===== config.mk =====
export PLATFORM = sky130hd
export DESIGN_NAME = char_lcd_4bit_write_sequencer
export DESIGN_NICKNAME = d
export VERILOG_FILES = /design/src/hw/rtl/lcdws_pkg.sv /design/src/hw/rtl/lcdws_front.sv /design/src/hw/rtl/lcdws_queue.sv /design/src/hw/rtl/lcdws_back.sv /design/src/hw/rtl/char_lcd_4bit_write_sequencer.sv
export SDC_FILE = /design/constraint.sdc
export NUM_CORES = 1
export LEC_CHECK = 0
export CAP_MARGIN = 15
export CORE_UTILIZATION = 45
export CTS_BUF_LIST = sky130_fd_sc_hd__clkbuf_4
export DETAILED_ROUTE_END_ITERATION = 10
export DONT_BUFFER_PORTS = 1
export GPL_TIMING_DRIVEN = 0
export PLACE_DENSITY_LB_ADDON = 0.25
export SLEW_MARGIN = 20
export SYNTH_ARGS = -nofsm -noshare
export SYNTH_HDL_FRONTEND = slang
export SYNTH_SLANG_ARGS = --single-unit

===== constraint.sdc =====
create_clock -name i_clk -period 7.6 [get_ports i_clk]
set_input_delay 0.76 -clock i_clk [delete_from_list [all_inputs] [get_ports i_clk]]
set_output_delay 0.76 -clock i_clk [all_outputs]
set_load 0.01 [all_outputs]

===== src/hw/rtl/lcdws_pkg.sv =====
`timescale 1ns / 1ps
// ----------------------------------------------------------------------------
// lcdws_pkg
// Types and constants shared by the character-LCD write sequencer modules.
// ----------------------------------------------------------------------------
package lcdws_pkg;

    typedef enum logic [2:0] {
        ACT_INIT   = 3'd0,
        ACT_DATA   = 3'd1,
        ACT_CMD    = 3'd2,
        ACT_CLEAR  = 3'd3,
        ACT_CURSOR = 3'd4,
        ACT_NUMBER = 3'd5
    } t_action;

    typedef enum logic [1:0] {
        POS_KEEP  = 2'd0,
        POS_CLEAR = 2'd1,
        POS_LOAD  = 2'd2
    } t_pos_op;

    // One decoded request: up to four bytes, sent from index first to 3,
    // or the fixed power-on sequence when is_init is set.
    typedef struct packed {
        logic            is_init;
        logic            rs;
        logic [1:0]      first;
        logic [3:0][7:0] bytes;
        logic [13:0]     settle;
        t_pos_op         pos_op;
        logic [7:0]      new_pos;
    } t_cmd;

    typedef struct packed {
        logic [3:0]  nibble;
        logic [15:0] wait_us;
    } t_init_step;

    localparam int unsigned QUEUE_DEPTH = 4;
    localparam int unsigned INIT_STEPS  = 12;

    localparam logic [15:0] BYTE_WAIT_US  = 16'd50;
    localparam logic [15:0] ROW_WAIT_US   = 16'd2000;
    localparam logic [13:0] INIT_SETTLE   = 14'd13000;
    localparam logic [13:0] CLEAR_SETTLE  = 14'd2000;
    localparam logic [7:0]  CMD_CLEAR     = 8'h01;
    localparam logic [7:0]  CMD_SET_DDRAM = 8'h80;
    localparam logic [7:0]  ASCII_ZERO    = 8'h30;

    localparam logic [3:0][7:0] ROW_OFFSET = {8'h54, 8'h14, 8'h40, 8'h00};

    // Power-on sequence: three wake-ups, 4-bit switch, then 0x28 0x08 0x01 0x0C
    localparam t_init_step INIT_SEQ [INIT_STEPS] = '{
        '{4'h3, 16'd50000},
        '{4'h3, 16'd5000},
        '{4'h3, 16'd5000},
        '{4'h2, 16'd5000},
        '{4'h2, 16'd50},
        '{4'h8, 16'd0},
        '{4'h0, 16'd5050},
        '{4'h8, 16'd0},
        '{4'h0, 16'd13050},
        '{4'h1, 16'd0},
        '{4'h0, 16'd13050},
        '{4'hC, 16'd0}
    };

endpackage


===== src/hw/rtl/lcdws_front.sv =====
`timescale 1ns / 1ps
// ----------------------------------------------------------------------------
// lcdws_front
// Accepts requests, splits numbers into decimal digits and builds the byte
// list for each request. Two register stages, the whole pipe stalls together.
// ----------------------------------------------------------------------------
module lcdws_front #(
    parameter int LINE_LENGTH = 16,
    parameter int ROW_COUNT   = 2
) (
    input  logic              i_clk,
    input  logic              i_rst_n,
    input  logic              i_valid,
    output logic              o_ready,
    input  logic [2:0]        i_action,
    input  logic [7:0]        i_value,
    input  logic [5:0]        i_column,
    input  logic [1:0]        i_row,
    input  logic [13:0]       i_number,
    input  logic [2:0]        i_digits,
    output logic              o_push,
    output lcdws_pkg::t_cmd   o_cmd,
    input  logic              i_queue_ready
);
    import lcdws_pkg::*;

    localparam logic [2:0] ROW_LIMIT = 3'(ROW_COUNT);
    localparam logic [1:0] ROW_MAX   = 2'(ROW_COUNT - 1);
    localparam logic [7:0] LINE_LEN8 = 8'(LINE_LENGTH);
    // 2^24 / 1000 rounded up: exact quotient for any 14-bit value
    localparam logic [28:0] RECIP_1000 = 29'd16778;

    function automatic logic [11:0] f_to_bcd(input logic [9:0] bin);
        logic [11:0] bcd;
        bcd = '0;
        for (int i = 9; i >= 0; i--) begin
            for (int d = 0; d < 3; d++) begin
                if (bcd[4*d +: 4] >= 4'd5) begin
                    bcd[4*d +: 4] = bcd[4*d +: 4] + 4'd3;
                end
            end
            bcd = {bcd[10:0], bin[i]};
        end
        return bcd;
    endfunction

    logic        r_a_valid, r_b_valid;
    logic [2:0]  r_a_action, r_b_action;
    logic [7:0]  r_a_value, r_b_value;
    logic [5:0]  r_a_column, r_b_column;
    logic [1:0]  r_a_row, r_b_row;
    logic [2:0]  r_a_digits, r_b_digits;
    logic [13:0] r_a_number;
    logic [4:0]  r_a_th, r_b_th;
    logic [9:0]  r_b_rem;

    logic        w_en, w_need_push, w_known;
    logic [28:0] w_prod;
    logic [13:0] w_th_k, w_rem;
    logic [11:0] w_bcd;
    logic [1:0]  w_row_c;
    t_cmd        w_cmd;

    assign w_prod = {15'd0, i_number} * RECIP_1000;
    assign w_th_k = {9'd0, r_a_th} * 14'd1000;
    assign w_rem  = r_a_number - w_th_k;

    assign w_known     = (r_b_action <= 3'(ACT_NUMBER));
    assign w_need_push = r_b_valid && w_known;
    assign w_en        = !w_need_push || i_queue_ready;
    assign o_ready     = w_en;
    assign o_push      = w_need_push && i_queue_ready;
    assign o_cmd       = w_cmd;

    always_ff @(posedge i_clk) begin
        if (!i_rst_n) begin
            r_a_valid <= 1'b0;
            r_b_valid <= 1'b0;
        end else if (w_en) begin
            r_a_valid <= i_valid;
            r_b_valid <= r_a_valid;
        end
    end

    always_ff @(posedge i_clk) begin
        if (w_en) begin
            r_a_action <= i_action;
            r_a_value  <= i_value;
            r_a_column <= i_column;
            r_a_row    <= i_row;
            r_a_digits <= i_digits;
            r_a_number <= i_number;
            r_a_th     <= w_prod[28:24];
            r_b_action <= r_a_action;
            r_b_value  <= r_a_value;
            r_b_column <= r_a_column;
            r_b_row    <= r_a_row;
            r_b_digits <= r_a_digits;
            r_b_th     <= r_a_th;
            r_b_rem    <= w_rem[9:0];
        end
    end

    assign w_bcd   = f_to_bcd(r_b_rem);
    assign w_row_c = ({1'b0, r_b_row} >= ROW_LIMIT) ? ROW_MAX : r_b_row;

    always_comb begin
        w_cmd          = '0;
        w_cmd.first    = 2'd3;
        w_cmd.pos_op   = POS_KEEP;
        unique case (t_action'(r_b_action))
            ACT_INIT: begin
                w_cmd.is_init = 1'b1;
                w_cmd.settle  = INIT_SETTLE;
                w_cmd.pos_op  = POS_CLEAR;
            end
            ACT_DATA: begin
                w_cmd.rs       = 1'b1;
                w_cmd.bytes[3] = r_b_value;
            end
            ACT_CMD: begin
                w_cmd.bytes[3] = r_b_value;
            end
            ACT_CLEAR: begin
                w_cmd.bytes[3] = CMD_CLEAR;
                w_cmd.settle   = CLEAR_SETTLE;
                w_cmd.pos_op   = POS_CLEAR;
            end
            ACT_CURSOR: begin
                w_cmd.bytes[3] = CMD_SET_DDRAM
                               | (8'(r_b_column) + ROW_OFFSET[w_row_c]);
                w_cmd.new_pos  = ({6'd0, w_row_c} * LINE_LEN8) + 8'(r_b_column);
                w_cmd.pos_op   = POS_LOAD;
            end
            ACT_NUMBER: begin
                w_cmd.rs       = 1'b1;
                w_cmd.bytes[0] = ASCII_ZERO + {3'd0, r_b_th};
                w_cmd.bytes[1] = ASCII_ZERO + {4'd0, w_bcd[11:8]};
                w_cmd.bytes[2] = ASCII_ZERO + {4'd0, w_bcd[7:4]};
                w_cmd.bytes[3] = ASCII_ZERO + {4'd0, w_bcd[3:0]};
                if (r_b_digits >= 3'd4) begin
                    w_cmd.first = 2'd0;
                end else if (r_b_digits == 3'd3) begin
                    w_cmd.first = 2'd1;
                end else if (r_b_digits == 3'd2) begin
                    w_cmd.first = 2'd2;
                end else begin
                    w_cmd.first = 2'd3;
                end
            end
            default: begin
                w_cmd = '0;
            end
        endcase
    end

endmodule


===== src/hw/rtl/lcdws_queue.sv =====
`timescale 1ns / 1ps
// ----------------------------------------------------------------------------
// lcdws_queue
// Short FIFO of decoded requests between the front and back ends.
// ----------------------------------------------------------------------------
module lcdws_queue (
    input  logic              i_clk,
    input  logic              i_rst_n,
    input  logic              i_push,
    input  lcdws_pkg::t_cmd   i_cmd,
    output logic              o_ready,
    input  logic              i_pop,
    output logic              o_valid,
    output lcdws_pkg::t_cmd   o_cmd
);
    import lcdws_pkg::*;

    localparam int unsigned PTR_W = $clog2(QUEUE_DEPTH);
    localparam logic [PTR_W:0] FULL_COUNT = (PTR_W + 1)'(QUEUE_DEPTH);

    t_cmd             r_mem [QUEUE_DEPTH];
    logic [PTR_W-1:0] r_wr_ptr, r_rd_ptr;
    logic [PTR_W:0]   r_count;
    logic             w_push, w_pop;

    assign o_ready = (r_count != FULL_COUNT);
    assign o_valid = (r_count != '0);
    assign o_cmd   = r_mem[r_rd_ptr];
    assign w_push  = i_push && o_ready;
    assign w_pop   = i_pop && o_valid;

    always_ff @(posedge i_clk) begin
        if (!i_rst_n) begin
            r_wr_ptr <= '0;
            r_rd_ptr <= '0;
            r_count  <= '0;
        end else begin
            if (w_push) begin
                r_wr_ptr <= r_wr_ptr + 1'b1;
            end
            if (w_pop) begin
                r_rd_ptr <= r_rd_ptr + 1'b1;
            end
            case ({w_push, w_pop})
                2'b10:   r_count <= r_count + 1'b1;
                2'b01:   r_count <= r_count - 1'b1;
                default: r_count <= r_count;
            endcase
        end
    end

    always_ff @(posedge i_clk) begin
        if (w_push) begin
            r_mem[r_wr_ptr] <= i_cmd;
        end
    end

endmodule


===== src/hw/rtl/lcdws_back.sv =====
`timescale 1ns / 1ps
// ----------------------------------------------------------------------------
// lcdws_back
// Expands the request at the queue head into nibble strobes, one per cycle
// while not stalled, and keeps the character position for line-change waits.
// ----------------------------------------------------------------------------
module lcdws_back #(
    parameter int LINE_LENGTH = 16,
    parameter int ROW_COUNT   = 2
) (
    input  logic              i_clk,
    input  logic              i_rst_n,
    input  logic              i_valid,
    input  lcdws_pkg::t_cmd   i_cmd,
    output logic              o_pop,
    output logic              o_valid,
    input  logic              i_ready,
    output logic [3:0]        o_nibble,
    output logic              o_rs,
    output logic [15:0]       o_wait_us,
    output logic [13:0]       o_settle_us,
    output logic              o_last
);
    import lcdws_pkg::*;

    localparam logic [7:0] TOTAL_CHARS = 8'(LINE_LENGTH * ROW_COUNT);
    localparam logic [3:0] INIT_LAST   = 4'(INIT_STEPS - 1);
    localparam logic [3:0] BYTES_LAST  = 4'd7;

    logic        r_valid, r_last, r_rs;
    logic [3:0]  r_nibble;
    logic [15:0] r_wait;
    logic [13:0] r_settle;
    logic [3:0]  r_cnt;
    logic [7:0]  r_pos;

    logic        w_load, w_fire, w_hi, w_last, w_row_wait;
    logic [3:0]  w_idx, w_nibble;
    logic [7:0]  w_byte, n_pos;
    logic [15:0] w_wait;

    assign w_load = !r_valid || i_ready;
    assign w_fire = w_load && i_valid;
    assign o_pop  = w_fire && w_last;

    assign w_idx  = {1'b0, i_cmd.first, 1'b0} + r_cnt;
    assign w_byte = i_cmd.bytes[w_idx[2:1]];
    assign w_hi   = !w_idx[0];

    // line change: at the end of the display, or at the start of a later row
    always_comb begin
        w_row_wait = (r_pos == TOTAL_CHARS);
        for (int k = 1; k < ROW_COUNT; k++) begin
            if (r_pos == 8'(k * LINE_LENGTH)) begin
                w_row_wait = 1'b1;
            end
        end
    end

    always_comb begin
        if (i_cmd.is_init) begin
            w_nibble = INIT_SEQ[r_cnt].nibble;
            w_wait   = INIT_SEQ[r_cnt].wait_us;
            w_last   = (r_cnt == INIT_LAST);
        end else begin
            w_nibble = w_hi ? w_byte[7:4] : w_byte[3:0];
            w_last   = (w_idx == BYTES_LAST);
            if (!w_hi) begin
                w_wait = '0;
            end else if (i_cmd.rs && w_row_wait) begin
                w_wait = BYTE_WAIT_US + ROW_WAIT_US;
            end else begin
                w_wait = BYTE_WAIT_US;
            end
        end
    end

    always_comb begin
        n_pos = r_pos;
        if (w_fire && !i_cmd.is_init && i_cmd.rs && w_hi) begin
            n_pos = (r_pos == TOTAL_CHARS) ? 8'd1 : r_pos + 8'd1;
        end
        if (o_pop) begin
            case (i_cmd.pos_op)
                POS_CLEAR: n_pos = '0;
                POS_LOAD:  n_pos = i_cmd.new_pos;
                default:   n_pos = n_pos;
            endcase
        end
    end

    always_ff @(posedge i_clk) begin
        if (!i_rst_n) begin
            r_valid <= 1'b0;
            r_cnt   <= '0;
            r_pos   <= '0;
        end else begin
            r_pos <= n_pos;
            if (w_load) begin
                r_valid <= i_valid;
            end
            if (w_fire) begin
                r_cnt <= w_last ? 4'd0 : r_cnt + 4'd1;
            end
        end
    end

    always_ff @(posedge i_clk) begin
        if (w_fire) begin
            r_nibble <= w_nibble;
            r_rs     <= i_cmd.rs;
            r_wait   <= w_wait;
            r_settle <= w_last ? i_cmd.settle : '0;
            r_last   <= w_last;
        end
    end

    assign o_valid     = r_valid;
    assign o_nibble    = r_nibble;
    assign o_rs        = r_rs;
    assign o_wait_us   = r_wait;
    assign o_settle_us = r_settle;
    assign o_last      = r_last;

endmodule


===== src/hw/rtl/char_lcd_4bit_write_sequencer.sv =====
`timescale 1ns / 1ps
// ----------------------------------------------------------------------------
// char_lcd_4bit_write_sequencer
// Turns character-LCD requests into 4-bit enable strobes with their waits.
//
//   channel   dir  handshake                      payload
//   s_axis    in   i_s_axis_tvalid/o_s_axis_tready tuser action, tdata fields
//   m_axis    out  o_m_axis_tvalid/i_m_axis_tready one strobe, tlast per request
//
// One strobe leaves per cycle from the output register while the output is
// ready: 2 per byte, up to 8 for a number and 12 for init. Requests enter
// back to back unless the front stalls; each passes the front's a and b
// registers, and a four-deep queue lets it run ahead of the strobe generator.
// Synchronous active-low reset clears the handshake state and the position.
// ----------------------------------------------------------------------------
module char_lcd_4bit_write_sequencer #(
    parameter int LINE_LENGTH = 16,
    parameter int ROW_COUNT   = 2
) (
    input  logic        i_clk,
    input  logic        i_rst_n,
    input  logic        i_s_axis_tvalid,
    output logic        o_s_axis_tready,
    // value[7:0], column[13:8], row[15:14], number[29:16], digits[32:30]
    input  logic [39:0] i_s_axis_tdata,
    // action[2:0]
    input  logic [2:0]  i_s_axis_tuser,
    output logic        o_m_axis_tvalid,
    input  logic        i_m_axis_tready,
    // nibble[3:0], wait_before_us[19:4], settle_after_us[33:20]
    output logic [39:0] o_m_axis_tdata,
    // register_select[0]
    output logic [0:0]  o_m_axis_tuser,
    output logic        o_m_axis_tlast
);
    import lcdws_pkg::*;

    t_cmd        w_push_cmd, w_head_cmd;
    logic        w_push, w_queue_ready, w_head_valid, w_pop;
    logic [3:0]  w_nibble;
    logic [15:0] w_wait;
    logic [13:0] w_settle;

    lcdws_front #(
        .LINE_LENGTH (LINE_LENGTH),
        .ROW_COUNT   (ROW_COUNT)
    ) u_front (
        .i_clk         (i_clk),
        .i_rst_n       (i_rst_n),
        .i_valid       (i_s_axis_tvalid),
        .o_ready       (o_s_axis_tready),
        .i_action      (i_s_axis_tuser),
        .i_value       (i_s_axis_tdata[7:0]),
        .i_column      (i_s_axis_tdata[13:8]),
        .i_row         (i_s_axis_tdata[15:14]),
        .i_number      (i_s_axis_tdata[29:16]),
        .i_digits      (i_s_axis_tdata[32:30]),
        .o_push        (w_push),
        .o_cmd         (w_push_cmd),
        .i_queue_ready (w_queue_ready)
    );

    lcdws_queue u_queue (
        .i_clk   (i_clk),
        .i_rst_n (i_rst_n),
        .i_push  (w_push),
        .i_cmd   (w_push_cmd),
        .o_ready (w_queue_ready),
        .i_pop   (w_pop),
        .o_valid (w_head_valid),
        .o_cmd   (w_head_cmd)
    );

    lcdws_back #(
        .LINE_LENGTH (LINE_LENGTH),
        .ROW_COUNT   (ROW_COUNT)
    ) u_back (
        .i_clk       (i_clk),
        .i_rst_n     (i_rst_n),
        .i_valid     (w_head_valid),
        .i_cmd       (w_head_cmd),
        .o_pop       (w_pop),
        .o_valid     (o_m_axis_tvalid),
        .i_ready     (i_m_axis_tready),
        .o_nibble    (w_nibble),
        .o_rs        (o_m_axis_tuser[0]),
        .o_wait_us   (w_wait),
        .o_settle_us (w_settle),
        .o_last      (o_m_axis_tlast)
    );

    assign o_m_axis_tdata = {6'd0, w_settle, w_wait, w_nibble};

endmodule


==> flow_metrics.tcl, run 1 <==
set metrics [dict create \
    tns_ps 0 \
    drv_slew 0 \
    rsz0062_at_grt "yes" \
    synth_compound_area_share_pct 8.07 \
    die-height_microns 185 \
    grt_overflow 0 \
    area_growth_syn_to_layout_pct 15.4 \
    hold_path_class "in -> reg" \
    place_congestion 0.790 \
    arrival_ps 7900 \
    hpwl_microns 20300 \
    h-tree-depth 3 \
    fmaxAchievable_ghz 0.135 \
    antenna_found_initial 1 \
    ys_seq_area_share_pct 51.9 \
    io_pins 91 \
    cp-start-kind "flop" \
    drive_gt1_share_pct 23.0 \
    rows 66 \
    yosys_warnings 0 \
    place_inst 1604 \
    cts_tree "done" \
    hold_path.startpoint "i_s_axis_tdata[23]" \
    reg2reg_depth 37 \
    dieArea_sq_um 34300 \
    fp.dieW_microns 185 \
    synth_mux_area_share_pct 7.64 \
    synth_top_family_by_area "adder cells" \
    async_reset_ff_share_pct 0 \
    setup_viol 0 \
    synth_edf_count 245 \
    start_util_pct 46.1 \
    cts-root-buf "clkbuf_4" \
    ant_nets 0 \
    grt_pass1_vias 9267 \
    critPathMaxStageDelay_ps 410 \
    drcViolationCount 0 \
    grt_pass1_wl_microns 46200 \
    synthAdderAreaFrac_pct 16.4 \
    grt_use_total_pct 17.6 \
    numCtsBuffers 72 \
    port-buffer-count 0 \
    synth-simple-area-share_pct 8.03 \
    postSynthAreaPerCell_sq_um 13.2 \
    fin_crit_sh_pct 97.3 \
    viasPerCell 5.14 \
    synth-xor-area-share_pct 2.49 \
    coreArea_sq_um 32800 \
    holdWs_ps 157 \
    netlist_area_sq_um 15100 \
    cp_slowest_cell "edfxtp_1" \
    period_needed_ps 7400 \
    critical_path_class "reg -> reg" \
    first_pass_iters 5 \
    ys_ff_latch 269 \
    clk_pin_slew_ps 60 \
    via_count 9071 \
    stdcell_count 1766 \
    reg2reg_slack_ps 200 \
    syn_inst 1141 \
    finalWirelength_microns 29100 \
    clkSinkCount 269 \
    drv_cap 0 \
    status "complete, no violations" \
    r2r_start "u_front.r_b_rem[9]" \
    hold_path_depth 0 \
    end_kind "flop" \
    layout.nets 1494 \
    insertion_delay_ps 700 \
    wire_per_inst_microns 16.5 \
    skew_ps 58.4 \
    synth_cell_types 80 \
    drt_iter0_drc 552 \
    postCtsHoldBufs 0 \
    r2r_end "u_queue.r_mem[0][49]" \
    maxSlewHeadroom_pct 33.9 \
    worst_pin_slew_ps 989 \
    min_to "u_front.r_a_number[7]" \
    synth-main-ff-cell "edfxtp_1" \
    grt_max_degree 49 \
    cts.path.max_buffers 3 \
    path_max_fanout 10 \
    worstPathRequired_ps 8100 \
    hold_viol 0 \
]
-- placed cells by master (no fill, tap or decap), types with 9 or more instances in the layout --
cell	count
edfxtp_1	245
mux2i_1	12
and2_1	30
ha_4	9
fa_1	29
nor3_1	14
clkbuf_1	21
inv_1	135
conb_1	17
a21oi_1	29
xor2_1	11
xnor2_1	29
ha_1	138
clkbuf_4	112
nor2_1	28
nand2_1	34
o21ai_0	31
buf_4	55
clkinv_1	13
nor2b_1	11
o21a_1	9
dfxtp_1	24
a21o_1	19
mux4_2	41
nand3_1	21
-- area by class of cell --
type,instances,area (sq um)
fill,2793,15400
sequential,269,7840
multi-input combinational,695,6900
clock buffer,112,841
tap,442,553
inverter,142,536
timing repair buffer,36,340
buffer,51,298
clock inverter,18,129
antenna,1,2.50
-- logic make-up after synthesis --
family	Yosys count
multiplexers	62
adder cells (fa/ha/maj)	181
flip-flops	269
other	1
buffers and inverters	193
AO/OA/AOI/OAI	174
AND/OR/NAND/NOR	218
XOR/XNOR	43
-- repair_timing --
item,4_1_cts,5_1_grt
buffers inserted,14,17
pin swaps,13,23
resized for setup,33,42
setup endpoints to repair,44,32
-- critical path: cells and delay by family (launching register included) --
kind	cells	cell delay, ps
flip-flops	1	410
AO/OA/AOI/OAI	6	1170
adder cells (fa/ha/maj)	6	1210
multiplexers	1	200
buffers and inverters	4	480
XOR/XNOR	3	610
AND/OR/NAND/NOR	17	3100
-- stage by stage --
stage	utilization [%]	worst slack [ps]	area [sq um]
after floorplan	-	43.7	15200
after global placement	48.0	-1130	15800
after detailed placement	48.4	-1370	15900
after CTS	52.2	2.92	17100
after global routing	53.2	-239	17400
final	53.2	203	17400
-- Yosys cell counts (4+ instances only) --
library cell    n  area share (%)
xor2_1         11            0.64
mux2i_2         4            0.36
o211ai_1        8            0.40
a211oi_1        8            0.40
a21o_1         19            0.94
nor3b_1         5            0.25
nand3_1        24            0.80
or2_2           6            0.25
and3_1          9            0.37
o21a_1          9            0.45
nor2b_1        15            0.62
nor3_1         15            0.50
a21boi_0        8            0.40
mux4_2         41             6.1
o21ai_0        34             1.1
o21ai_1         4            0.13
mux2_2          4            0.30
dfxtp_1        24             3.2
fa_1           29             3.8
a211o_1         5            0.29
mux2i_1        12            0.80
a31oi_1         9            0.37
a21oi_1        30            0.99
nand2_1        35            0.87
clkbuf_1       21            0.52
inv_1         140             3.5
nand2b_1       13            0.54
xnor2_1        32             1.9
ha_1          151              13
buf_4          23             1.1
nor2_1         32            0.80
nand4_1         5            0.21
and2_1         34             1.4
or3_1           7            0.29
a221oi_1        4            0.23
edfxtp_1      245              49
-- how the worst max path moves through the flow --
stage	startpoint	end	cells past startpoint
2_1_floorplan	u_front.r_b_rem[8]	u_queue.r_mem[0][49]	39
3_3_place_gp	u_front.r_b_rem[8]	u_queue.r_mem[2][42]	40
3_5_place_dp	u_front.r_b_rem[8]	u_queue.r_mem[1][42]	40
4_1_cts	u_front.r_b_rem[7]	u_queue.r_mem[3][42]	40
5_1_grt	u_front.r_b_rem[7]	u_queue.r_mem[0][49]	37
6_report	u_front.r_b_rem[9]	u_queue.r_mem[0][49]	37
-- flip-flops by register name (all words and copies together), names as in the netlist, 3 cells and up, named ones only --
| name | count |
|---|---|
| u_front.r_a_column | 6 |
| u_back.o_wait_us | 10 |
| u_back.r_cnt | 4 |
| u_front.r_b_rem | 10 |
| u_front.r_a_th | 5 |
| u_front.r_b_value | 8 |
| u_front.r_a_number | 10 |
| u_queue.r_mem | 152 |
| u_front.r_a_value | 8 |
| u_front.r_a_digits | 3 |
| u_front.r_b_digits | 3 |
| u_front.r_b_column | 6 |
| u_front.r_b_action | 3 |
| u_queue.r_count | 3 |
| u_front.r_a_action | 3 |
| u_back.o_settle_us | 3 |
| u_back.o_nibble | 4 |
| u_front.r_b_th | 5 |
| u_back.r_pos | 8 |
-- per-layer routing --
metal  GRT usage (%)  part of all wire, %  vias to the layer above
li1                -                    -                     4453
met1            22.6                   45                     4359
met2            29.0                   48                      212
met3            3.97                  5.0                       47
met4            6.68                  2.0                        0
met5               0                    0                        -
Power of run 1 is left out: the tool's default activity adds up to more than one toggle a clock period on the data nets, which glitch-free logic cannot reach.
==> run 2: changes to the inputs <==
Settings changed: CTS_BUF_LIST sky130_fd_sc_hd__clkbuf_4 to sky130_fd_sc_hd__clkbuf_4 sky130_fd_sc_hd__clkbuf_8 sky130_fd_sc_hd__clkbuf_16, CTS_CLUSTER_DIAMETER set to 60.
==> run 2 against run 1 <==
Against the previous run: utilization rose by 0.18 points; critical path depth stayed put; via count decreased by 1.4%; global-route usage fell by 0.25 points; first-iteration DRC count shrank 6.2%; final area rose by 0.33%; register-to-register slack barely moved; worst hold slack gained 130 ps; critical path type unchanged.
==> flow_metrics.tcl, run 2 (synthesis results as in run 1) <==
set metrics [dict create \
    status "complete, no violations" \
    coreArea_sq_um 32800 \
    hpwl_microns 20300 \
    cp_slowest_cell "edfxtp_1" \
    grt_pass1_wl_microns 46200 \
    ant_nets 0 \
    fmaxAchievable_ghz 0.135 \
    final_area_sq_um 17500 \
    antenna_cells 0 \
    io_pins 91 \
    worst_pin_slew_ps 953 \
    utilization_pct 53.3 \
    grt_overflow 0 \
    setup_ws_ps 214 \
    cts_tree "done" \
    skew_ps 27.5 \
    wire_per_inst_microns 17.3 \
    h-tree-depth 1 \
    path_max_fanout 10 \
    grt_pass1_vias 8923 \
    final_cell_mix "edfxtp_1, ha_1, inv_1" \
    place_inst 1604 \
    via_count 8947 \
    cts.path.max_buffers 3 \
    layout.nets 1452 \
    finalWirelength_microns 29300 \
    drv_slew 0 \
    fin_crit_sh_pct 97.2 \
    antenna_found_initial 0 \
    cts-root-buf "clkbuf_16" \
    drv_cap 0 \
    cp-start-kind "flop" \
    postCtsHoldBufs 0 \
    port-buffer-count 0 \
    drive_gt1_share_pct 19.0 \
    place_congestion 0.790 \
    arrival_ps 7750 \
    numCtsBuffers 30 \
    period_needed_ps 7390 \
    drt_iter0_drc 518 \
    viasPerCell 5.29 \
    largest_reg_flops 152 \
    pre_cts_ws_ps -1370 \
    clkSinkCount 269 \
    drcViolationCount 0 \
    critPathMaxStageDelay_ps 430 \
    insertion_delay_ps 570 \
    die-height_microns 185 \
    grt_max_degree 49 \
    start_util_pct 46.1 \
    fp.dieW_microns 185 \
    rsz0062_at_grt "yes" \
    clk_pin_slew_ps 60 \
    area_growth_syn_to_layout_pct 15.8 \
    maxSlewHeadroom_pct 36.3 \
    final_common_cell "edfxtp_1" \
    hold_path_class "in -> reg" \
    grt_use_total_pct 17.3 \
    stdcell_count 1691 \
    hold_viol 0 \
    first_pass_iters 4 \
    dieArea_sq_um 34300 \
    place_area_sq_um 15900 \
    critical_path_class "reg -> reg" \
    top_register "u_queue.r_mem" \
    end_kind "flop" \
    rows 66 \
    setup_viol 0 \
    worstPathRequired_ps 7960 \
]
[run 2: cell count changes in the layout (fill, tap and decap cells not counted), sizes merged]
cell,delta
bufinv,+1
clkinvlp,-2
inv,-1
clkbuf,-72
diode,-1
[run 2: per-layer routing]
metal  GRT usage [%]  part of all wire, %
met5               0                    0
met4            4.20                  1.7
met3            2.65                  4.6
met2            29.3                   48
met1            23.3                   46
[run 2: worst paths after layout]
path,from,to,slack (ps),cells past startpoint
min,i_s_axis_tdata[7],u_front.r_a_value[7],280,0
max reg2reg,u_front.r_b_rem[9],u_queue.r_mem[1][49],210,37
max,u_front.r_b_rem[9],u_queue.r_mem[1][49],210,37
min reg2reg,u_front.r_a_number[2],u_front.r_b_rem[2],420,0
[run 2: cell type report]
class,instances,area [sq um]
plain buffers,51,302
clock buffers,40,838
clock inverters,16,175
fillers,2735,15300
inverters,142,536
multi-input cells,695,6910
flip-flops and latches,269,7840
well taps,442,553
repair buffers,36,340
[run 2: worst max-delay path: cells and delay by family (launching register included)]
kind / cells / cell delay, ps
buffers and inverters: 4 / 460
adders and majority gates: 6 / 1210
muxes: 1 / 200
xor gates and xnor gates: 3 / 610
DFF: 1 / 430
and+or+nand+nor: 17 / 3070
AOI/OAI and AO/OA: 6 / 1190
[run 2: what timing repair did]
| action | in CTS | in global routing |
|---|---|---|
| gates resized for setup | 31 | 49 |
| setup endpoints to repair | 44 | 39 |
| buffers inserted | 15 | 16 |
| gates cloned | 0 | 0 |
| pin swaps | 13 | 27 |
[run 2: through the flow]
stage	hold WS [ps]	setup TNS (ps)
after floorplan	400	0
after global placement	403	-29120
after detailed placement	405	-39090
after CTS	259	0
after global routing	254	-1910
final	282	0
Power of run 2 is left out for the same reason.
